<file path="config.mk">
export PLATFORM = sky130hd
export DESIGN_NAME = kfl_cell
export DESIGN_NICKNAME = d
export VERILOG_FILES = /design/src/kfl_pkg.sv /design/src/kfl_cell.sv
export SDC_FILE = /design/constraint.sdc
export NUM_CORES = 1
export LEC_CHECK = 0
export ABC_CLOCK_PERIOD_IN_PS = 27200
export BUFFER_PORTS_ARGS = -buffer_cell sky130_fd_sc_hd__buf_2
export CORE_AREA = 2 2 454 456
export DETAILED_ROUTE_END_ITERATION = 6
export DIE_AREA = 0 0 456 458
export PLACE_DENSITY_LB_ADDON = 0.05
export SLEW_MARGIN = 5
export SYNTH_ARGS = -nofsm -noshare
export SYNTH_HDL_FRONTEND = slang
export SYNTH_SLANG_ARGS = --single-unit
</file>
<file path="constraint.sdc">
create_clock -name clk_i -period 27.2 [get_ports clk_i]
set_clock_uncertainty 0.1 [all_clocks]
set_input_delay 1.36 -clock clk_i [delete_from_list [all_inputs] [get_ports clk_i]]
set_output_delay 1.36 -clock clk_i [all_outputs]
set_load 0.01 [all_outputs]
</file>
<file path="src/kfl_pkg.sv">
package kfl_pkg;

  localparam int unsigned Depth = 64;
  localparam int unsigned IdxW = 6;
  localparam int unsigned CntW = 7;
  localparam int unsigned CoordW = 32;
  // Squared distance: three squares of 33-bit differences.
  localparam int unsigned DistW = 68;

  typedef enum logic [2:0] {
    REQ_APPEND  = 3'd0,
    REQ_PREPEND = 3'd1,
    REQ_INSERT  = 3'd2,
    REQ_REMOVE  = 3'd3,
    REQ_REPLACE = 3'd4,
    REQ_CLOSE   = 3'd5,
    REQ_CLEAR   = 3'd6,
    REQ_READ    = 3'd7
  } req_e;

  typedef enum logic [1:0] {
    ST_DONE  = 2'd0,
    ST_NONE  = 2'd1,
    ST_FULL  = 2'd2,
    ST_RANGE = 2'd3
  } status_e;

  typedef struct packed {
    logic signed [CoordW-1:0] eye_x;
    logic signed [CoordW-1:0] eye_y;
    logic signed [CoordW-1:0] eye_z;
    logic signed [CoordW-1:0] center_x;
    logic signed [CoordW-1:0] center_y;
    logic signed [CoordW-1:0] center_z;
    logic signed [CoordW-1:0] up_x;
    logic signed [CoordW-1:0] up_y;
    logic signed [CoordW-1:0] up_z;
  } key_t;

  typedef struct packed {
    logic [2:0]      req_type;
    logic [IdxW-1:0] entry_index;
    key_t            key;
  } req_t;

  typedef struct packed {
    logic [1:0]      status;
    logic [CntW-1:0] entry_count;
    logic [IdxW-1:0] touched_index;
    key_t            key;
  } rsp_t;

  // Control to every cell in the row.
  typedef enum logic [2:0] {
    CELL_HOLD  = 3'd0,
    CELL_SHR   = 3'd1,
    CELL_SHL   = 3'd2,
    CELL_WRITE = 3'd3,
    CELL_ROTL  = 3'd4
  } cell_op_e;

  typedef struct packed {
    cell_op_e        op;
    logic [IdxW-1:0] lo;
    logic [IdxW-1:0] hi;
    key_t            wr;
  } cell_ctl_t;

endpackage

</file>
<file path="src/kfl_cell.sv">
module kfl_cell (
  input  logic              clk_i,
  input  kfl_pkg::cell_ctl_t ctl_i,
  input  logic [kfl_pkg::IdxW-1:0] my_idx_i,
  input  kfl_pkg::key_t     left_i,
  input  kfl_pkg::key_t     right_i,
  output kfl_pkg::key_t     key_o
);
  import kfl_pkg::*;

  key_t key_q, key_d;
  logic in_rng;

  assign in_rng = (my_idx_i >= ctl_i.lo) && (my_idx_i <= ctl_i.hi);

  // Shift right takes the left neighbor; shift left and rotate take the right one.
  // The top cell of a rotation wraps around to the head entry carried on wr.
  always_comb begin
    key_d = key_q;
    if (in_rng) begin
      case (ctl_i.op)
        CELL_SHR:   key_d = (my_idx_i == ctl_i.lo) ? ctl_i.wr : left_i;
        CELL_SHL:   key_d = right_i;
        CELL_ROTL:  key_d = (my_idx_i == ctl_i.hi) ? ctl_i.wr : right_i;
        CELL_WRITE: key_d = ctl_i.wr;
        default:    key_d = key_q;
      endcase
    end
  end

  always_ff @(posedge clk_i) begin
    key_q <= key_d;
  end

  assign key_o = key_q;
endmodule

</file>
==> key figures <==
Timing
  – Fin. max-slew vios: 0
  – Least-Margin Pin Slew: around 1.0 ns
  – RSZ-0062 raised after global routing: no
  – Crit path time final: 5.23 ns
  – Max_slew headroom: 31.1%
  – Number of hold violations in the final report: 0
  – Setup TNS: 0 ns
  – WHS: 1.01 ns
  – Final worst-path cycle share: just under 20%
  – Fmax: between 0.15 and 0.2 GHz
  – Final setup margin: 21.97 ns
  – Setup violators final: 0

Logic synthesis
  – Top-area cell type share of the netlist area: 36.5%
  – Syn Area/Cell: roughly 12 sq um
  – Count leader, synth: mux2i_1
  – Cells after Synth: 2003
  – Sequential share of the synthesized area: between 30% and 40%
  – Post-synth EDFFs: around 290
  – FFs w/ async S/R, synth: 0%
  – Top FF cell, synth: edfxtp_1
  – Post-Synthesis Net Count: between 2000 and 3000
  – Top post-synthesis cells by area: edfxtp_1 37%, mux2i_1 24%, a221oi_2 13%
  – Synth Cell Area: roughly 0.024 sq mm
  – Synth top cells by count: 575 x mux2i_1, 289 x a211oi_1, 289 x nor2b_1
  – Area leader, netlist: edfxtp_1
  – #FFs+latches synth: 288
  – Yosys Warn Count: 0
  – Count of different cell masters after synthesis: 27

Route
  – First drt pass iteration count: 5
  – Starting DRC count in detailed routing: 1077
  – Final WL: ~160 mm
  – Antenna-violating nets left: 0
  – Post-DR vias/cell: 3.95
  – Vias: 23000
  – Residual DRC: 0
  – Wirelength per Cell: 28.3 um

Critical path
  – Crit start category: input pin
  – Worst Path Required: 27.46 ns
  – Crit path max fanout: 96
  – WP data arrival: roughly 5.5 ns
  – Kind of end point of the critical path: flip-flop
  – Critical Path Start: ctl_i[300]
  – CP Class: in -> reg

Clocking
  – Num CTS Buffers: 50
  – # resized after CTS: 0
  – CTS max path bufs: 3
  – Htree depth: 2
  – Clock sinks: 288
  – Hold-fix buffers, CTS: 0
  – TritonCTS clock tree: built
  – Clk root buf: clkbuf_16
  – CTS clk-pin slew, worst paths: 0.06 ns
  – Post-CTS Repair Setup Buffers: 0

Layout
  – Post-Route Utilization: 16.6%
  – Final Cell Area: 0.0339 sq mm
  – Layout cells sized above 1: 48.2%
  – Area added between synthesis and finish: 43.0%
  – Nets: 3947
  – Area of the multi-input gates: 0.0139 sq mm
  – Filler cells: 22900
  – Final cell count without fillers: 5819
  – FF/Latch Area: 0.00865 sq mm
  – Max FFs per register: 288

Floorplanning
  – # IOs: between 1000 and 1500
  – Die Span X: 456 um
  – Core area: 0.204 sq mm
  – Die Area: 0.209 sq mm
  – Die Y: ~460 um
  – FP Rows: between 150 and 200
  – Initial Util: 11.6%

Pwr
  – Pleak: between 10 and 15 nW
  – PwrDens: 47.8 mW/mm^2
  – Fraction of power consumed by sequential logic: 34.7%
  – Total power: 1.62 mW
  – Sw frac: between 30% and 40%
  – Comb pwr share: 25.5%
  – Clk pwr share: between 30% and 40%
  – Pint: between 1 and 1.5 mW
  – Worst vdd ir: 0.0434 mV
  – Switch Pwr: approximately 0.55 mW

GRT
  – Largest net degree at the start of global routing: 171
  – Vias in the first global route: 23800
  – Initial antenna violation count: roughly 230
  – First-pass GRT wire length: 219 mm
  – Total grt overflow: 0
  – GRT Overall Usage: 15.1%

Place
  – HPWL Detailed: approximately 120 mm
  – Final GP Congestion: 0.772
  – Placed instance area: ~0.032 sq mm
  – PortBufs: 1173
  – Placed cell count: 5685
  – Worst slack, placed: 21.05 ns

Run status
  – Status: completed

Worst hold path
  – Hold path start: ctl_i[230]
  – Hold WC Path Type: in -> reg

Job
  – Maximum Capacitance Violations: 0
[critical path, stage by stage]
cell and delay (ns):
buf_8 0.24, nor2_1 0.11, and2_4 0.33, nor2_4 0.69
buf_12 0.60, buf_4 0.85, buf_4 0.84, a221oi_1 0.21
[kinds of logic (layout without fill, tap and decap cells)]
family	count (synthesis)	in the layout	share of synthesized area, %
AOI/OAI and AO/OA	589	589	25.6
adders and majority gates	12	12	0.634
buffers and inverters	235	1318	4.90
DFF	288	288	36.5
muxes	575	575	24.3
other	0	45	0
and+or+nand+nor	304	304	8.02
[layer usage]
| metal | track usage (%) | routed length, um | up-vias |
|---|---|---|---|
| met3 | 6.32 | 14100 | 499 |
| met5 | 0 | 777 | - |
| met2 | 27.0 | 82700 | 969 |
| met1 | 15.6 | 59900 | 11000 |
| li1 | - | - | 10400 |
| met4 | 5.73 | 6960 | 128 |
[layout by cell type, fill, tap and decap left out, types with 6 or more instances in the layout]
| cell type | count |
|---|---|
| a211oi_1 | 288 |
| a221oi_1 | 79 |
| a221oi_2 | 209 |
| buf_12 | 7 |
| buf_2 | 1172 |
| buf_4 | 35 |
| clkbuf_1 | 16 |
| clkbuf_16 | 51 |
| clkinv_1 | 16 |
| diode_2 | 45 |
| edfxtp_1 | 288 |
| ha_1 | 12 |
| inv_1 | 14 |
| mux2i_1 | 575 |
| nor2b_1 | 289 |
| o21ai_0 | 6 |
[power by group through the flow]
stage / Clock (mW) / Sequential (mW) / Combinational, mW
global placement: 0 / 0.573 / 0.428
global route: 0.692 / 0.567 / 0.449
CTS: 0.686 / 0.563 / 0.425
finish: 0.646 / 0.562 / 0.413
floorplan: 0 / 0.617 / 0.178
detailed placement: 0 / 0.572 / 0.424
[area by class of cell]
type                            instances  share of cell area, %
Tap cell                             2688                   9.93
Sequential cell                       288                   25.5
Timing Repair Buffer                 1215                   18.6
Clock inverter                         22                  0.480
Multi-Input combinational cell       1480                   41.1
Antenna cell                           45                  0.333
Inverter                               14                  0.155
Clock buffer                           67                   3.95
[worst paths after layout]
kind | endpoint | slack, ns | cells after the start
hold / removal | key_o[230]$_DFFE_PP_ | 1.01 | 3
setup / recovery | key_o[174]$_DFFE_PP_ | 21.97 | 8
No activity file was read; power rests on OpenSTA's default activity.
