<file path="config.mk">
export PLATFORM = sky130hd
export DESIGN_NAME = kfl_dist
export DESIGN_NICKNAME = d
export VERILOG_FILES = /design/src/kfl_pkg.sv /design/src/kfl_dist.sv
export SDC_FILE = /design/constraint.sdc
export NUM_CORES = 2
export LEC_CHECK = 0
export ABC_AREA = 1
export BUFFER_PORTS_ARGS = -buffer_cell sky130_fd_sc_hd__buf_2
export CAP_MARGIN = 25
export CORE_AREA = 5 5 289 291
export CTS_CLUSTER_DIAMETER = 120
export DETAILED_ROUTE_END_ITERATION = 8
export DIE_AREA = 0 0 294 296
export PLACE_DENSITY = 0.67
export SETUP_SLACK_MARGIN = 0.1
export SLEW_MARGIN = 30
export SYNTH_ARGS = -nofsm -noshare
export SYNTH_HDL_FRONTEND = slang
export SYNTH_SLANG_ARGS = --single-unit
</file>
<file path="constraint.sdc">
create_clock -name clk_i -period 12.4 [get_ports clk_i]
set_input_delay 2.48 -clock clk_i [delete_from_list [all_inputs] [get_ports clk_i]]
set_output_delay 2.48 -clock clk_i [all_outputs]
set_load 0.1 [all_outputs]
</file>
<file path="src/kfl_pkg.sv">
package kfl_pkg;

  localparam int unsigned Depth = 64;
  localparam int unsigned IdxW = 6;
  localparam int unsigned CntW = 7;
  localparam int unsigned CoordW = 32;
  // Squared distance: three squares of 33-bit differences.
  localparam int unsigned DistW = 68;

  typedef enum logic [2:0] {
    REQ_APPEND  = 3'd0,
    REQ_PREPEND = 3'd1,
    REQ_INSERT  = 3'd2,
    REQ_REMOVE  = 3'd3,
    REQ_REPLACE = 3'd4,
    REQ_CLOSE   = 3'd5,
    REQ_CLEAR   = 3'd6,
    REQ_READ    = 3'd7
  } req_e;

  typedef enum logic [1:0] {
    ST_DONE  = 2'd0,
    ST_NONE  = 2'd1,
    ST_FULL  = 2'd2,
    ST_RANGE = 2'd3
  } status_e;

  typedef struct packed {
    logic signed [CoordW-1:0] eye_x;
    logic signed [CoordW-1:0] eye_y;
    logic signed [CoordW-1:0] eye_z;
    logic signed [CoordW-1:0] center_x;
    logic signed [CoordW-1:0] center_y;
    logic signed [CoordW-1:0] center_z;
    logic signed [CoordW-1:0] up_x;
    logic signed [CoordW-1:0] up_y;
    logic signed [CoordW-1:0] up_z;
  } key_t;

  typedef struct packed {
    logic [2:0]      req_type;
    logic [IdxW-1:0] entry_index;
    key_t            key;
  } req_t;

  typedef struct packed {
    logic [1:0]      status;
    logic [CntW-1:0] entry_count;
    logic [IdxW-1:0] touched_index;
    key_t            key;
  } rsp_t;

  // Control to every cell in the row.
  typedef enum logic [2:0] {
    CELL_HOLD  = 3'd0,
    CELL_SHR   = 3'd1,
    CELL_SHL   = 3'd2,
    CELL_WRITE = 3'd3,
    CELL_ROTL  = 3'd4
  } cell_op_e;

  typedef struct packed {
    cell_op_e        op;
    logic [IdxW-1:0] lo;
    logic [IdxW-1:0] hi;
    key_t            wr;
  } cell_ctl_t;

endpackage

</file>
<file path="src/kfl_dist.sv">
module kfl_dist (
  input  logic                      clk_i,
  input  logic signed [kfl_pkg::CoordW-1:0] a_i,
  input  logic signed [kfl_pkg::CoordW-1:0] b_i,
  output logic [kfl_pkg::DistW-1:0] sq_o
);
  import kfl_pkg::*;

  logic signed [CoordW:0] d;
  logic [CoordW:0] m;
  logic [2*CoordW+1:0] sq_q;

  assign d = {a_i[CoordW-1], a_i} - {b_i[CoordW-1], b_i};
  assign m = d[CoordW] ? (~d + 1'b1) : d;

  always_ff @(posedge clk_i) begin
    sq_q <= m * m;
  end

  assign sq_o = DistW'(sq_q);
endmodule

</file>
==> insert_results.sql <==
INSERT INTO impl_metrics (metric_group, metric, value, unit) VALUES
('global_routing', 'antenna_violations_before_repair', '3', ''),
('route', 'routedWlPerCell', '19.5', 'um'),
('die', 'fp.dieArea', '87000', 'um2'),
('clocking', 'cts_num_sinks', '65', ''),
('cells_and_area', 'finalNetCount', '5864', ''),
('cells_and_area', 'layout.cells.non_filler', '5706', ''),
('die', 'rows', '104', ''),
('cells_and_area', 'top_regs', 'sq_q: 65 flops', ''),
('clocking', 'cts_root_buffer', 'clkbuf_16', ''),
('timing', 'finalMaxSlewViolations', '0', ''),
('placed_design', 'gp_congestion', '1.04', ''),
('yosys', 'async_reset_ff_share', '0', '%'),
('route', 'detail_route.first_pass.iterations', '6', ''),
('global_routing', 'wire_length_of_the_first_global_routing_pass', '177', 'mm'),
('die', 'initial_utilization', '44.9', '%'),
('yosys', 'synth_unique_cells', '56', ''),
('global_routing', 'grt_pass1_vias', '31500', ''),
('clocking', 'cts_max_path_buffers', '2', ''),
('timing', 'maxSlewHeadroom', '47.2', '%'),
('timing', 'rsz0062_at_grt', 'yes', ''),
('worst_setup_path', 'critical_path.startpoint_type', 'input pin', ''),
('route', 'routed_wl', '111', 'mm'),
('cells_and_area', 'fraction_of_the_core_area_covered_by_cells_at_the_end_of_the_flow', '48.6', '%'),
('die', 'io-pin-count', '133', ''),
('clocking', 'tritoncts.num_buffers', '9', ''),
('die', 'die_w', '294', 'um'),
('worst_setup_path', 'worstPathRequired', '12690', 'ps'),
('route', 'viasPerCell', '5.06', ''),
('placed_design', 'place.detailed.instances', '5684', ''),
('yosys', 'syn_inst', '4438', ''),
('worst_setup_path', 'critPathSlowestCell', 'fa_1', ''),
('min_path', 'timing.hold.worst.class', 'input pin to register', ''),
('yosys', 'postSynthAreaPerCell', '8.12', 'um2'),
('global_routing', 'globalRoute.totalOverflow', '0', ''),
('route', 'antenna_left', '0', ''),
('timing', 'setup_violations', '0', ''),
('worst_setup_path', 'cpMostUsedCell', 'fa_1', ''),
('yosys', 'synth_seq_cells', '65', ''),
('cells_and_area', 'final_common_cell', 'inv_1', ''),
('worst_setup_path', 'critPathKind', 'input pin to register', ''),
('route', 'via_count', '28900', ''),
('cells_and_area', 'layout-area-overhead-vs-synth', '8.27', '%'),
('yosys', 'synth_ff_type', 'dfxtp_1', ''),
('placed_design', 'post-place-ws', '154', 'ps'),
('global_routing', 'pin_count_of_the_biggest_net_entering_global_routing', '30', ''),
('route', 'drc', '0', ''),
('timing', 'period_share', '96.2', '%'),
('cells_and_area', 'layout_cells_sized_above_1', '8.70', '%'),
('cells_and_area', 'layout.filler_cells', '7853', ''),
('timing', 'setup-tns-final', '0', 'ps'),
('clocking', 'cts-htree-levels', '3', ''),
('global_routing', 'gr-usage-all-layers', '26.6', '%'),
('die', 'die_h', '296', 'um'),
('cells_and_area', 'registers.top_by_ff_count', 'sq_q', ''),
('timing', 'timing.final.crit_period', '11930', 'ps'),
('yosys', 'synth-edff-count', '0', ''),
('timing', 'worstMarginPinSlew', '783', 'ps'),
('timing', 'setup_ws', '467', 'ps'),
('route', 'drtIter0Drc', '2301', ''),
('job', 'max-cap-violations', '0', ''),
('worst_setup_path', 'crit_fanout', '15', ''),
('yosys', 'synth_seq_area_share', '3.61', '%'),
('placed_design', 'hpwlAfterDp', '95.7', 'mm'),
('yosys', 'synth_area', '36000', 'um2'),
('die', 'floorplan.core_area', '80300', 'um2'),
('cells_and_area', 'final_cell_mix', '1411 x inv_1, 862 x fa_1, 666 x nand2_1', ''),
('worst_setup_path', 'worstSetupEndpointType', 'register', ''),
('worst_setup_path', 'critPathArrivalTime', '12230', 'ps'),
('cells_and_area', 'largest_register_ff_count', '65', ''),
('timing', 'final_hold_violation_count', '0', ''),
('yosys', 'synthesis_warning_total', '0', ''),
('timing', 'max_freq', '83.8', 'MHz'),
('placed_design', 'io_buffers', '129', ''),
('clocking', 'clock_tree_from_tritoncts', 'yes', ''),
('worst_setup_path', 'critical_path.max_stage_delay', '540', 'ps'),
('clocking', 'cts.clk_slew.worst_paths', '70', 'ps'),
('status', 'outcome', 'complete, no violations', '');
final cells by class:
| class | count | area, um2 | share of cell area [%] |
|---|---|---|---|
| Multi-Input combinational cell | 2857 | 28900 | 74.2 |
| Inverter | 1451 | 5460 | 14.0 |
| Timing Repair Buffer | 255 | 1670 | 4.29 |
| Tap cell | 1060 | 1330 | 3.40 |
| Sequential cell | 65 | 1300 | 3.34 |
| Clock buffer | 9 | 225 | 0.577 |
| Clock inverter | 7 | 77.6 | 0.199 |
| Antenna cell | 2 | 5.00 | 0.0128 |
metrics by stage:
step	hold slack (ps)	area, um2
2_1_floorplan	2780	36100
3_3_place_gp	3030	38600
3_5_place_dp	3030	38600
4_1_cts	3080	38900
5_1_grt	3140	39000
6_report	3110	39000
layer usage:
layer / share of wire [%] / track usage (%) / vias up
li1: - / - / 13000
met1: 39 / 34.5 / 14300
met2: 46 / 43.5 / 1270
met3: 9.6 / 6.17 / 279
met4: 5.0 / 10.4 / 6
met5: 0.10 / 0 / -
synth_stat cells, types with 2 or more instances:
| master | n | share of area, % |
|---|---|---|
| dfxtp_1 | 65 | 3.6 |
| nor3_2 | 2 | 0.056 |
| a21o_1 | 5 | 0.10 |
| clkbuf_1 | 8 | 0.083 |
| o21ai_1 | 4 | 0.056 |
| a221oi_1 | 2 | 0.049 |
| xor2_4 | 2 | 0.15 |
| nand4_1 | 30 | 0.52 |
| o21ai_0 | 61 | 0.85 |
| nor2_2 | 24 | 0.42 |
| nor2_1 | 442 | 4.6 |
| o21a_1 | 9 | 0.19 |
| a21oi_1 | 116 | 1.6 |
| xor2_2 | 4 | 0.18 |
| a31oi_1 | 22 | 0.38 |
| xnor2_1 | 21 | 0.51 |
| and2_1 | 3 | 0.052 |
| or2_2 | 2 | 0.035 |
| conb_1 | 2 | 0.021 |
| and3_1 | 2 | 0.035 |
| inv_2 | 36 | 0.38 |
| or2_1 | 2 | 0.035 |
| buf_4 | 10 | 0.21 |
| nand2_4 | 3 | 0.094 |
| buf_6 | 6 | 0.19 |
| nand2_1 | 669 | 7.0 |
| buf_1 | 2 | 0.021 |
| a21oi_2 | 3 | 0.073 |
| nor2_4 | 6 | 0.19 |
| o21bai_1 | 13 | 0.27 |
| nand2_2 | 18 | 0.31 |
| fa_1 | 862 | 48 |
| inv_1 | 1415 | 15 |
| nand3_1 | 90 | 1.3 |
| nor4_1 | 4 | 0.069 |
| a21boi_0 | 9 | 0.19 |
| nand3_2 | 3 | 0.083 |
| xor2_1 | 51 | 1.2 |
| o211ai_1 | 6 | 0.13 |
| nand3b_1 | 5 | 0.10 |
| o21ai_2 | 4 | 0.097 |
| nor3_1 | 21 | 0.29 |
| ha_1 | 298 | 10 |
| buf_2 | 64 | 0.89 |
repair_timing:
| action | 4_1_cts | 5_1_grt |
|---|---|---|
| hold buffers | 0 | 0 |
| buffers inserted | 0 | 4 |
| endpoints found under the setup margin | 0 | 14 |
| gates resized for setup | 0 | 25 |
final timing paths:
kind	startpoint	slack, ps	to	cells past startpoint
setup / recovery	a_i[0]	470	sq_q[58]$_DFF_P_	45
hold / removal	b_i[1]	3110	sq_q[2]$_DFF_P_	6
cells by family (layout without fill, tap and decap cells):
logic type	count (synthesis)	count (layout)	share of synthesized area [%]
XOR/XNOR	79	79	2.13
other	2	30	0.0208
adder cells (fa/ha/maj)	1160	1160	58.3
AND/OR/NAND/NOR	1331	1331	15.3
buffers and inverters	1542	1722	16.5
AO/OA/AOI/OAI	259	259	4.11
flip-flops	65	65	3.61
worst max-delay path, delay by kind of cell:
kind                       cells  cell delay, ps
AOI/OAI and AO/OA              1              90
xor gates and xnor gates       1             220
adders and majority gates     12            5350
buffers and inverters         10            1100
and+or+nand+nor               21            2990
Power is not shown: default switching activity piles up to over one toggle a cycle in this logic, so the estimate is an artifact.
